File: config.mk
export PLATFORM = sky130hd
export DESIGN_NAME = pose_frame_receiver
export DESIGN_NICKNAME = d
export VERILOG_FILES = /design/src/rtl/pfr_pkg.sv /design/src/rtl/pfr_parser.sv /design/src/rtl/pose_frame_receiver.sv
export VERILOG_INCLUDE_DIRS = /design/src /design/src/rtl
export SDC_FILE = /design/constraint.sdc
export NUM_CORES = 1
export LEC_CHECK = 0
export BUFFER_PORTS_ARGS = -buffer_cell sky130_fd_sc_hd__clkbuf_2
export CORE_AREA = 2 2 185 187
export CTS_CLUSTER_SIZE = 12
export DETAILED_ROUTE_END_ITERATION = 6
export DIE_AREA = 0 0 187 189
export GPL_TIMING_DRIVEN = 0
export MAX_ROUTING_LAYER = met4
export PLACE_DENSITY = 0.57
export SYNTH_ARGS = -nofsm -noshare
export SYNTH_HDL_FRONTEND = slang
export SYNTH_SLANG_ARGS = --single-unit
File: constraint.sdc
create_clock -name clk -period 5.8 [get_ports clk]
set_clock_uncertainty 0.2 [all_clocks]
set_input_delay 1.16 -clock clk [delete_from_list [all_inputs] [get_ports clk]]
set_output_delay 1.16 -clock clk [all_outputs]
set_load 0.01 [all_outputs]
File: src/rtl/pose_frame_receiver_macros.svh
// assertion macros for the pose frame receiver
// used by pose_frame_receiver.sv, no other dependencies
`ifndef POSE_FRAME_RECEIVER_MACROS_SVH
`define POSE_FRAME_RECEIVER_MACROS_SVH

// same-cycle implication, disabled during reset
`define PFR_ASSERT_NOW(label, clk, rst_n, ante, cons) \
    label: assert property (@(posedge clk) disable iff (!rst_n) (ante) |-> (cons)) \
        else $error("pfr assertion failed");

// next-cycle implication, disabled during reset
`define PFR_ASSERT_NEXT(label, clk, rst_n, ante, cons) \
    label: assert property (@(posedge clk) disable iff (!rst_n) (ante) |=> (cons)) \
        else $error("pfr assertion failed");

`endif

File: src/rtl/pfr_pkg.sv
// shared constants, types and state codes of the pose frame receiver
// no dependencies
package pfr_pkg;

    localparam int PAYLOAD_BYTES = 32;
    localparam int IDX_W         = $clog2(PAYLOAD_BYTES);
    localparam int N_OUT         = 5;
    localparam int OUT_BYTES     = 4 * N_OUT;
    localparam int WADDR_W       = $clog2(N_OUT);

    localparam logic [7:0] BYTE_CR = 8'h0d;
    localparam logic [7:0] BYTE_LF = 8'h0a;
    localparam logic [7:0] BYTE_O  = 8'h4f;

    localparam logic [IDX_W-1:0]   LAST_IDX     = IDX_W'(PAYLOAD_BYTES - 1);
    localparam logic [IDX_W:0]     OUT_BYTES_W  = (IDX_W + 1)'(OUT_BYTES);
    localparam logic [WADDR_W-1:0] LAST_WORD    = WADDR_W'(N_OUT - 1);

    typedef enum logic [4:0] {
        PH_HUNT    = 5'b00001,
        PH_HDR_LF  = 5'b00010,
        PH_PAYLOAD = 5'b00100,
        PH_TRL_LF  = 5'b01000,
        PH_TRL_CR  = 5'b10000
    } phase_t;

    // parser to storage: word write and frame completion
    typedef struct packed {
        logic               wr_en;
        logic [WADDR_W-1:0] wr_addr;
        logic [31:0]        wr_data;
        logic               frame_ok;
    } pfr_wr_t;

endpackage

File: src/rtl/pfr_parser.sv
// frame parser: header/trailer state machine and little-endian word assembly
// depends on pfr_pkg
module pfr_parser
    import pfr_pkg::*;
(
    input  logic       clk,
    input  logic       rst_n,
    input  logic       accept,
    input  logic [7:0] rx_byte,
    output pfr_wr_t    wr
);

    phase_t           phase_reg, phase_next;
    logic [IDX_W-1:0] idx_reg, idx_next;
    logic [23:0]      asm_reg;

    always_comb
    begin
        phase_next  = phase_reg;
        idx_next    = idx_reg;
        wr          = '0;
        wr.wr_addr  = idx_reg[IDX_W-1:2] < (IDX_W-2)'(N_OUT) ?
                      WADDR_W'(idx_reg[IDX_W-1:2]) : '0;
        wr.wr_data  = {rx_byte, asm_reg};
        if (accept)
        begin
            case (phase_reg)
                PH_HUNT:
                begin
                    if (rx_byte == BYTE_CR || rx_byte == BYTE_O)
                        phase_next = PH_HDR_LF;
                end
                PH_HDR_LF:
                begin
                    if (rx_byte == BYTE_LF)
                    begin
                        idx_next   = '0;
                        phase_next = PH_PAYLOAD;
                    end
                    else if (rx_byte != BYTE_CR)
                        phase_next = PH_HUNT;
                end
                PH_PAYLOAD:
                begin
                    // only the emitted words are kept
                    wr.wr_en = (idx_reg[1:0] == 2'd3) && ({1'b0, idx_reg} < OUT_BYTES_W);
                    if (idx_reg == LAST_IDX)
                    begin
                        idx_next   = '0;
                        phase_next = PH_TRL_LF;
                    end
                    else
                        idx_next = idx_reg + 1'b1;
                end
                PH_TRL_LF:
                begin
                    phase_next = (rx_byte == BYTE_LF) ? PH_TRL_CR : PH_HUNT;
                end
                PH_TRL_CR:
                begin
                    wr.frame_ok = (rx_byte == BYTE_CR);
                    phase_next  = PH_HUNT;
                end
                default:
                begin
                    phase_next = PH_HUNT;
                end
            endcase
        end
    end

    always_ff @(posedge clk or negedge rst_n)
    begin
        if (!rst_n)
        begin
            phase_reg <= PH_HUNT;
            idx_reg   <= '0;
        end
        else
        begin
            phase_reg <= phase_next;
            idx_reg   <= idx_next;
        end
    end

    // low three bytes of the word being assembled
    always_ff @(posedge clk)
    begin
        if (accept && phase_reg == PH_PAYLOAD)
            asm_reg <= {rx_byte, asm_reg[23:8]};
    end

endmodule

File: src/rtl/pose_frame_receiver.sv
// pose frame receiver: one byte per transaction, one five-word result per good frame
// result: after the trailer CR is accepted, the five words are read out and captured, then out_valid rises
// throughput: one byte per cycle; input stalls only while a finished result
// still holds the output register when the next frame completes
// readout: five reads of the word RAM, one per cycle
// reset: asynchronous active low, parser hunts for a header, word RAM is not cleared
`include "pose_frame_receiver_macros.svh"

module pose_frame_receiver
    import pfr_pkg::*;
(
    input  logic        clk,
    input  logic        rst_n,
    input  logic        in_valid,
    output logic        in_stall,
    input  logic [7:0]  rx_byte,
    output logic        out_valid,
    input  logic        out_stall,
    output logic [31:0] angle_x_bits,
    output logic [31:0] angle_y_bits,
    output logic [31:0] angle_z_bits,
    output logic [31:0] pos_x_bits,
    output logic [31:0] pos_y_bits
);

    pfr_wr_t            wr;
    logic               accept;
    logic               pend_reg, pend_next;
    logic               rd_active_reg;
    logic [WADDR_W-1:0] rd_cnt_reg;
    logic               cap_vld_reg;
    logic [WADDR_W-1:0] cap_idx_reg;
    logic [31:0]        rd_data_reg;
    logic               out_valid_reg;
    logic [31:0]        out_word_reg [N_OUT];
    logic               out_free;
    logic               start;
    logic [31:0]        word_mem [N_OUT];

    assign accept = in_valid && !in_stall;
    assign in_stall = pend_reg;

    pfr_parser u_parser (
        .clk     (clk),
        .rst_n   (rst_n),
        .accept  (accept),
        .rx_byte (rx_byte),
        .wr      (wr)
    );

    assign out_free  = (!out_valid_reg || !out_stall) && !rd_active_reg && !cap_vld_reg;
    assign start     = (wr.frame_ok || pend_reg) && out_free;
    assign pend_next = (wr.frame_ok || pend_reg) && !out_free;

    always_ff @(posedge clk)
    begin
        if (wr.wr_en)
            word_mem[wr.wr_addr] <= wr.wr_data;
        rd_data_reg <= word_mem[rd_cnt_reg];
    end

    always_ff @(posedge clk or negedge rst_n)
    begin
        if (!rst_n)
        begin
            pend_reg      <= 1'b0;
            rd_active_reg <= 1'b0;
            rd_cnt_reg    <= '0;
            cap_vld_reg   <= 1'b0;
            cap_idx_reg   <= '0;
            out_valid_reg <= 1'b0;
        end
        else
        begin
            pend_reg    <= pend_next;
            cap_vld_reg <= rd_active_reg;
            cap_idx_reg <= rd_cnt_reg;
            if (start)
            begin
                rd_active_reg <= 1'b1;
                rd_cnt_reg    <= '0;
            end
            else if (rd_active_reg)
            begin
                if (rd_cnt_reg == LAST_WORD)
                    rd_active_reg <= 1'b0;
                else
                    rd_cnt_reg <= rd_cnt_reg + 1'b1;
            end
            if (cap_vld_reg && cap_idx_reg == LAST_WORD)
                out_valid_reg <= 1'b1;
            else if (out_valid_reg && !out_stall)
                out_valid_reg <= 1'b0;
        end
    end

    always_ff @(posedge clk)
    begin
        if (cap_vld_reg)
            out_word_reg[cap_idx_reg] <= rd_data_reg;
    end

    assign out_valid    = out_valid_reg;
    assign angle_x_bits = out_word_reg[0];
    assign angle_y_bits = out_word_reg[1];
    assign angle_z_bits = out_word_reg[2];
    assign pos_x_bits   = out_word_reg[3];
    assign pos_y_bits   = out_word_reg[4];

    // readout never overwrites a result still waiting at the output
    `PFR_ASSERT_NOW(a_readout_out_empty, clk, rst_n, rd_active_reg || cap_vld_reg, !out_valid_reg)
    // a new frame never writes the word the readout is fetching
    `PFR_ASSERT_NOW(a_no_rw_clash, clk, rst_n, wr.wr_en && rd_active_reg, wr.wr_addr != rd_cnt_reg)
    // a pending frame blocks input, so no second frame can complete behind it
    `PFR_ASSERT_NOW(a_no_double_pend, clk, rst_n, pend_reg, !wr.frame_ok)
    // the last capture always raises the result
    `PFR_ASSERT_NEXT(a_capture_done, clk, rst_n, cap_vld_reg && cap_idx_reg == LAST_WORD,
        out_valid_reg)

endmodule

# --- After elaboration in Yosys (flattened, before gate mapping) ---
# Memory sizes are Yosys's and may differ from the RTL's. A register that Yosys moved wholly into a read port is not among the register bits.
# Index checks and enable logic that the tools add are counted.
# W data, S select, Z words.
totals:
  reg_bits: 44
  mem_bits_rw: 320
  input_bits: 12
  output_inout_bits: 162
  word_cells: 83
  memories: 2
memory_table:
  columns: ["memory", "words", "word_bits", "read_ports", "rd_clocked_by_memory_dff", "wr", "line_no", "text"]
  rows:
  - ["out_word_reg", 5, 32, 5, 0, 1, "pose_frame_receiver.sv:35", "logic [31:0] out_word_reg [N_OUT];"]
  - ["word_mem", 5, 32, 1, 1, 1, "pose_frame_receiver.sv:38", "logic [31:0] word_mem [N_OUT];"]
op_classes:
  add_sub_neg: 2
  magnitude_cmp: 2
  n_eq_ne: 18
  muxes: 26
  n_reduce_logical: 24
ops:
  columns: ["op", "count"]
  rows:
  - ["$mux W5", 7]
  - ["$pmux W5 S4", 1]
  - ["$eq A8 B4 Y1 const B", 2]
  - ["$mux W1", 13]
  - ["$mux W3", 4]
  - ["$eq A5 B5 Y1 const B", 2]
  - ["$pmux W5 S2", 1]
  - ["$logic_and A1 B1 Y1", 9]
  - ["$eq A8 B7 Y1 const B", 1]
  - ["$ne A8 B4 Y1 const B", 1]
  - ["$eq A3 B3 Y1 const B", 2]
  - ["$logic_not A1 Y1", 6]
  - ["$ne A2 B1 Y1 const B", 3]
  - ["$reduce_bool A2 Y1", 3]
  - ["$add A5 B1 Y5 const B", 1]
  - ["$eq A5 B1 Y1 const B", 1]
  - ["$eq A5 B2 Y1 const B", 1]
  - ["$eq A5 B3 Y1 const B", 1]
  - ["$eq A5 B4 Y1 const B", 1]
  - ["$lt A5 B5 Y1 const B", 1]
  - ["$reduce_and A4 Y1", 1]
  - ["$add A3 B1 Y3 const B", 1]
  - ["$logic_or A1 B1 Y1", 3]
  - ["$lt A3 B3 Y1 const B", 1]
  - ["other kinds (5)", 5]

# --- Depth between registers and ports, before layout ---
depth:
  word_depth: 7
  ltp_mapped: 8
  depth_no_buf: 7

# --- By module ---
# A second synthesis with hierarchy kept.
hier_totals:
  cells_unflattened: 678
  area_unflattened_um2: 13923.4
by_module_without_submodules:
  columns: ["mod", "n_inst", "cells_per_inst", "area_per_inst_um2", "seq_area_each_um2"]
  rows:
  - ["pose_frame_receiver", 1, 578, 12431.9, 10500.1]
  - ["pfr_parser", 1, 100, 1491.4, 972.2]

# --- Worst setup path after synthesis ---
# OpenSTA, ideal clock, no wires.
synth_timing:
  path_kind: "input -> register"
  from: "in in_valid"
  to: "mem word_mem[2][0] (enable)"
  setup_ns: 0.468
  arrival_time_ns: 4.409
  t_required_ns: 5.132
  path_slack_ns: 0.723
  path_stages: 4
  path_buffers: 0
  cell_sequence: "and2b_1 and2_2 nand3b_1 nor3b_1"
synth_via:
  elab_chain_len: 4
synth_rtl:
  columns: ["item", "line_no", "text"]
  rows:
  - ["from (decl)", "pose_frame_receiver.sv:14", "input logic in_valid,"]
  - ["$logic_and A1 B1 Y1", "pose_frame_receiver.sv:40", "assign accept = in_valid && !in_stall;"]
  - ["$mux W1", "pfr_parser.sv:25", "if (accept)"]
  - ["$mux W1", "pose_frame_receiver.sv:57", "if (wr.wr_en)"]
  - ["$mux W1 (not written as such)", "pose_frame_receiver.sv:58", "word_mem[wr.wr_addr] <= wr.wr_data;"]
  - ["to (decl)", "pose_frame_receiver.sv:38", null]
# No other way between the ends.

# --- Worst setup path in the final report ---
layout_timing:
  from: "reg u_parser.phase_reg[4]"
  to: "mem word_mem[0][8] (enable)"
layout_via:
  elab_chain_len: 5
layout_rtl:
  columns: ["item", "line_no", "text"]
  rows:
  - ["from (decl)", "pfr_parser.sv:13", "phase_t phase_reg, phase_next;"]
  - ["from (signal assigned)", "pfr_parser.sv:81", "phase_reg <= phase_next;"]
  - ["$eq A5 B3 Y1", "pfr_parser.sv:27", "case (phase_reg)"]
  - ["$mux W1", "pfr_parser.sv:27", null]
  - ["$mux W1", "pfr_parser.sv:25", null]
  - ["$mux W1", "pose_frame_receiver.sv:57", null]
  - ["$mux W1 (not written as such)", "pose_frame_receiver.sv:58", null]
# No other way between the ends.

==> flow_metrics.py <==
metrics = {
    "outcome": {
        "outcome": "completed",
    },
    "global_routing": {
        "grt_antenna_before_repair": 1,
        "globalRouteTotalUtil_pct": 14.39,
        "grt_pass1_wl_um": 38070,
        "first_global_vias": 6330,
        "overflow": 0,
        "grt_max_degree": 28,
    },
    "floorplan": {
        "initial_cell_density_of_the_core_pct": 39.76,
        "chipHeight_um": 189,
        "placement_rows": 67,
        "die-width_um": 187,
        "die_area_um2": 35340,
        "io-pin-count": 174,
        "core_area_um2": 33280,
    },
    "yosys": {
        "ys_seq_area_share_pct": 86.70,
        "most_used_flip_flop_cell_after_synthesis": "sky130_fd_sc_hd__edfxtp_1",
        "synth_edf_count": 344,
        "synth_top_cell_area_share_pct": 78.07,
        "yosysMostFrequentCell": "sky130_fd_sc_hd__edfxtp_1",
        "synth.top_cells.by_count": "sky130_fd_sc_hd__edfxtp_1 (344), sky130_fd_sc_hd__mux2_2 (34), sky130_fd_sc_hd__dfxtp_1 (32), sky130_fd_sc_hd__mux4_2 (32), sky130_fd_sc_hd__dfrtp_1 (19)",
        "synthesized_netlist_cell_count": 558,
        "synth.yosys.warnings": 0,
        "synthesis.nets": 574,
        "synthesis.area_um2": 13230,
        "synth_largest_area_cell": "sky130_fd_sc_hd__edfxtp_1",
        "ys_ff_latch": 396,
        "async_reset_ff_share_pct": 5.051,
        "yosys.cell_types.count": 46,
        "synth_area_leaders": "sky130_fd_sc_hd__edfxtp_1 (78%), sky130_fd_sc_hd__mux4_2 (5.4%), sky130_fd_sc_hd__dfxtp_1 (4.8%)",
        "syn_avg_cell_area_um2": 23.71,
    },
    "worst_setup_path": {
        "crit_path_max_fanout": 27,
        "critical_path.reg2reg.startpoint": "u_parser.phase_reg[4]$_DFFE_PN0P_",
        "critPathLaunch": "u_parser.phase_reg[4]$_DFFE_PN0P_",
        "type_of_the_worst_setup_path": "register to register",
        "critPathRequiredTime_ns": 5.82,
        "timing.critical_path.to": "word_mem[0][8]$_DFFE_PP_",
        "worst_r2r_path_depth": 7,
        "slowest_delay_ns": 0.78,
        "worstSetupStartpointType": "register",
        "critical_path_cell_sequence": "or3_4 -> nor3b_4 -> and2_2 -> nand3b_1 -> nor3_2 -> buf_4 -> buf_6",
        "worstReg2RegEnd": "word_mem[0][8]$_DFFE_PP_",
        "timing.reg2reg.setup_slack_ns": 1.87,
        "cpMaxStageDelayCell": "sky130_fd_sc_hd__nor3_2",
        "setup.worst_path.end_class": "register",
        "arrival_ns": 3.95,
    },
    "placement": {
        "placed_cells": 1207,
        "routabilityCongestion": 0.7425,
        "dpl_cell_area_um2": 15040,
        "detailedPlacementHpwl_um": 16580,
        "io_buffers": 173,
    },
    "final_layout": {
        "final_cell_area_um2": 16230,
        "insertedDiodeCount": 0,
        "fin_cells": 1279,
        "fill_cells": 2661,
        "num-nets-final": 817,
        "multi_input_area_um2": 1758,
        "layout-drive-gt1-share_pct": 40.67,
        "register_area_um2": 11470,
        "area_delta_synth_final_pct": 22.66,
    },
    "drt": {
        "vias_per_cell": 4.785,
        "detailroute.via_count": 6120,
        "detail-route-antenna-nets": 0,
        "violation_count_after_the_first_detailed_route_iteration": 504,
        "wl_per_cell_um": 19.36,
        "route.detailed.drc": 0,
        "wirelength_um": 24760,
        "drt_pass1_iterations": 5,
    },
    "power": {
        "pwr_density_cell_nw_per_um2": 338.5,
        "ir_drop_mv": 0.1859,
        "total_leakage_power_nw": 5.771,
    },
    "timing": {
        "drv_slew": 0,
        "final_min_period_over_clock_period_pct": 67.76,
        "maxSlewHeadroom_pct": 36.46,
        "worstMarginPinSlew_ns": 0.9480,
        "setup_violations": 0,
        "rsz0062_at_grt": "no",
        "fmax_ghz": 0.2545,
        "layout_min_cycle_time_ns": 3.930,
        "hold_violations": 0,
    },
    "clock_tree": {
        "clock_tree.buffer_depth": 3,
        "post-cts-setup-buffer-count": 0,
        "post_cts_hold_buffer_count": 0,
        "cts.root.buffer_cell": "sky130_fd_sc_hd__clkbuf_16",
        "cts.reportedPaths.clkPinSlew_ns": 0.06,
        "ctsResizeCount": 0,
        "cts_tree": "done",
        "cts.sinks": 396,
        "number_of_buffers_added_by_the_clock_tree_synthesis_step": 40,
        "htreeDepth": 2,
        "worstSkewPairLatency_ns": 0.52,
    },
    "job": {
        "max_cap_violations": 0,
    },
    "hold_path": {
        "hold_path.class": "register to register",
    },
}
[logic make-up (layout without fill, tap and decap cells)]
| kind of cell | count (synthesis) | count (layout) | share of synthesized area, % |
|---|---|---|---|
| flops | 396 | 396 | 86.70 |
| mux | 69 | 69 | 8.596 |
| buf+inv | 16 | 289 | 0.4917 |
| compound gates | 15 | 15 | 0.7282 |
| simple gates | 56 | 56 | 2.969 |
| fa+ha+maj | 4 | 4 | 0.3783 |
| xor+xnor | 2 | 2 | 0.1324 |
[worst max-delay path, delay by kind of cell, from the launching register on]
kind	cells	cell delay, ns
buffers and inverters	2	0.52
flip-flops	1	0.42
AND/OR/NAND/NOR	5	2.47
[layout make-up]
cell class | count | area share, %
Sequential cell | 396 | 70.69
Multi-Input combinational cell | 146 | 10.83
Timing Repair Buffer | 201 | 7.293
Clock buffer | 66 | 6.962
Tap cell | 448 | 3.454
Clock inverter | 6 | 0.3701
Buffer | 13 | 0.3315
Inverter | 3 | 0.06939
[stage by stage]
step           TNS, ns  total power [W]  utilization, %  setup slack, ns  hold slack (ns)
6_report             0         0.005493           48.77            1.870           0.1977
5_1_grt              0         0.005657           48.77            1.562           0.2212
4_1_cts              0         0.005546           48.77            1.765           0.1903
3_5_place_dp         0         0.003209           45.19            1.423           0.1767
3_3_place_gp   -286.77         0.003204           44.04           -2.021           0.1537
2_1_floorplan        0         0.003185               -           0.7229           0.1519
[worst min-delay path by stage]
stage,from,end,cells past startpoint
5_1_grt,rd_cnt_reg[2]$_DFFE_PN0P_,cap_idx_reg[2]$_DFF_PN0_,0
2_1_floorplan,rd_cnt_reg[2]$_DFFE_PN0P_,cap_idx_reg[2]$_DFF_PN0_,0
4_1_cts,rd_cnt_reg[2]$_DFFE_PN0P_,cap_idx_reg[2]$_DFF_PN0_,0
3_3_place_gp,rd_cnt_reg[2]$_DFFE_PN0P_,cap_idx_reg[2]$_DFF_PN0_,0
6_report,rd_cnt_reg[2]$_DFFE_PN0P_,cap_idx_reg[2]$_DFF_PN0_,0
3_5_place_dp,rd_cnt_reg[2]$_DFFE_PN0P_,cap_idx_reg[2]$_DFF_PN0_,0
[where the power goes]
part	total [W]	internal (W)	switching, W	leakage, nW
combinational	0.0000664	0.0000278	0.0000386	1.60
clock	0.00234	0.00137	0.000971	0.571
sequential	0.00308	0.00307	0.0000136	3.60
total	0.00549	0.00447	0.00102	5.77
[cell usage in the layout, fill, tap and decap left out, drive strengths merged, types with 3 or more instances in the layout]
cell	synthesis	layout
nand3	4	4
mux4	32	32
nor2	6	6
dfrtp	19	19
clkbuf	9	248
a21oi	3	3
nand2	10	10
nor3b	5	5
nor4b	4	4
o21ai	7	7
ha	4	4
mux2	37	37
buf	4	32
nor3	5	5
edfxtp	344	344
inv	3	5
dfxtp	32	32
clkinv	0	3
[per-layer routing]
layer  vias to the layer above  global-route usage, %  part of all wire [%]
li1                       2741                      -                     -
met1                      3125                  19.16                    45
met2                       214                  22.46                    47
met3                        40                  3.114                   5.9
met4                         0                  4.243                   2.1
met5                         -                      -                     0
No activity file was read; power rests on OpenSTA's default activity.
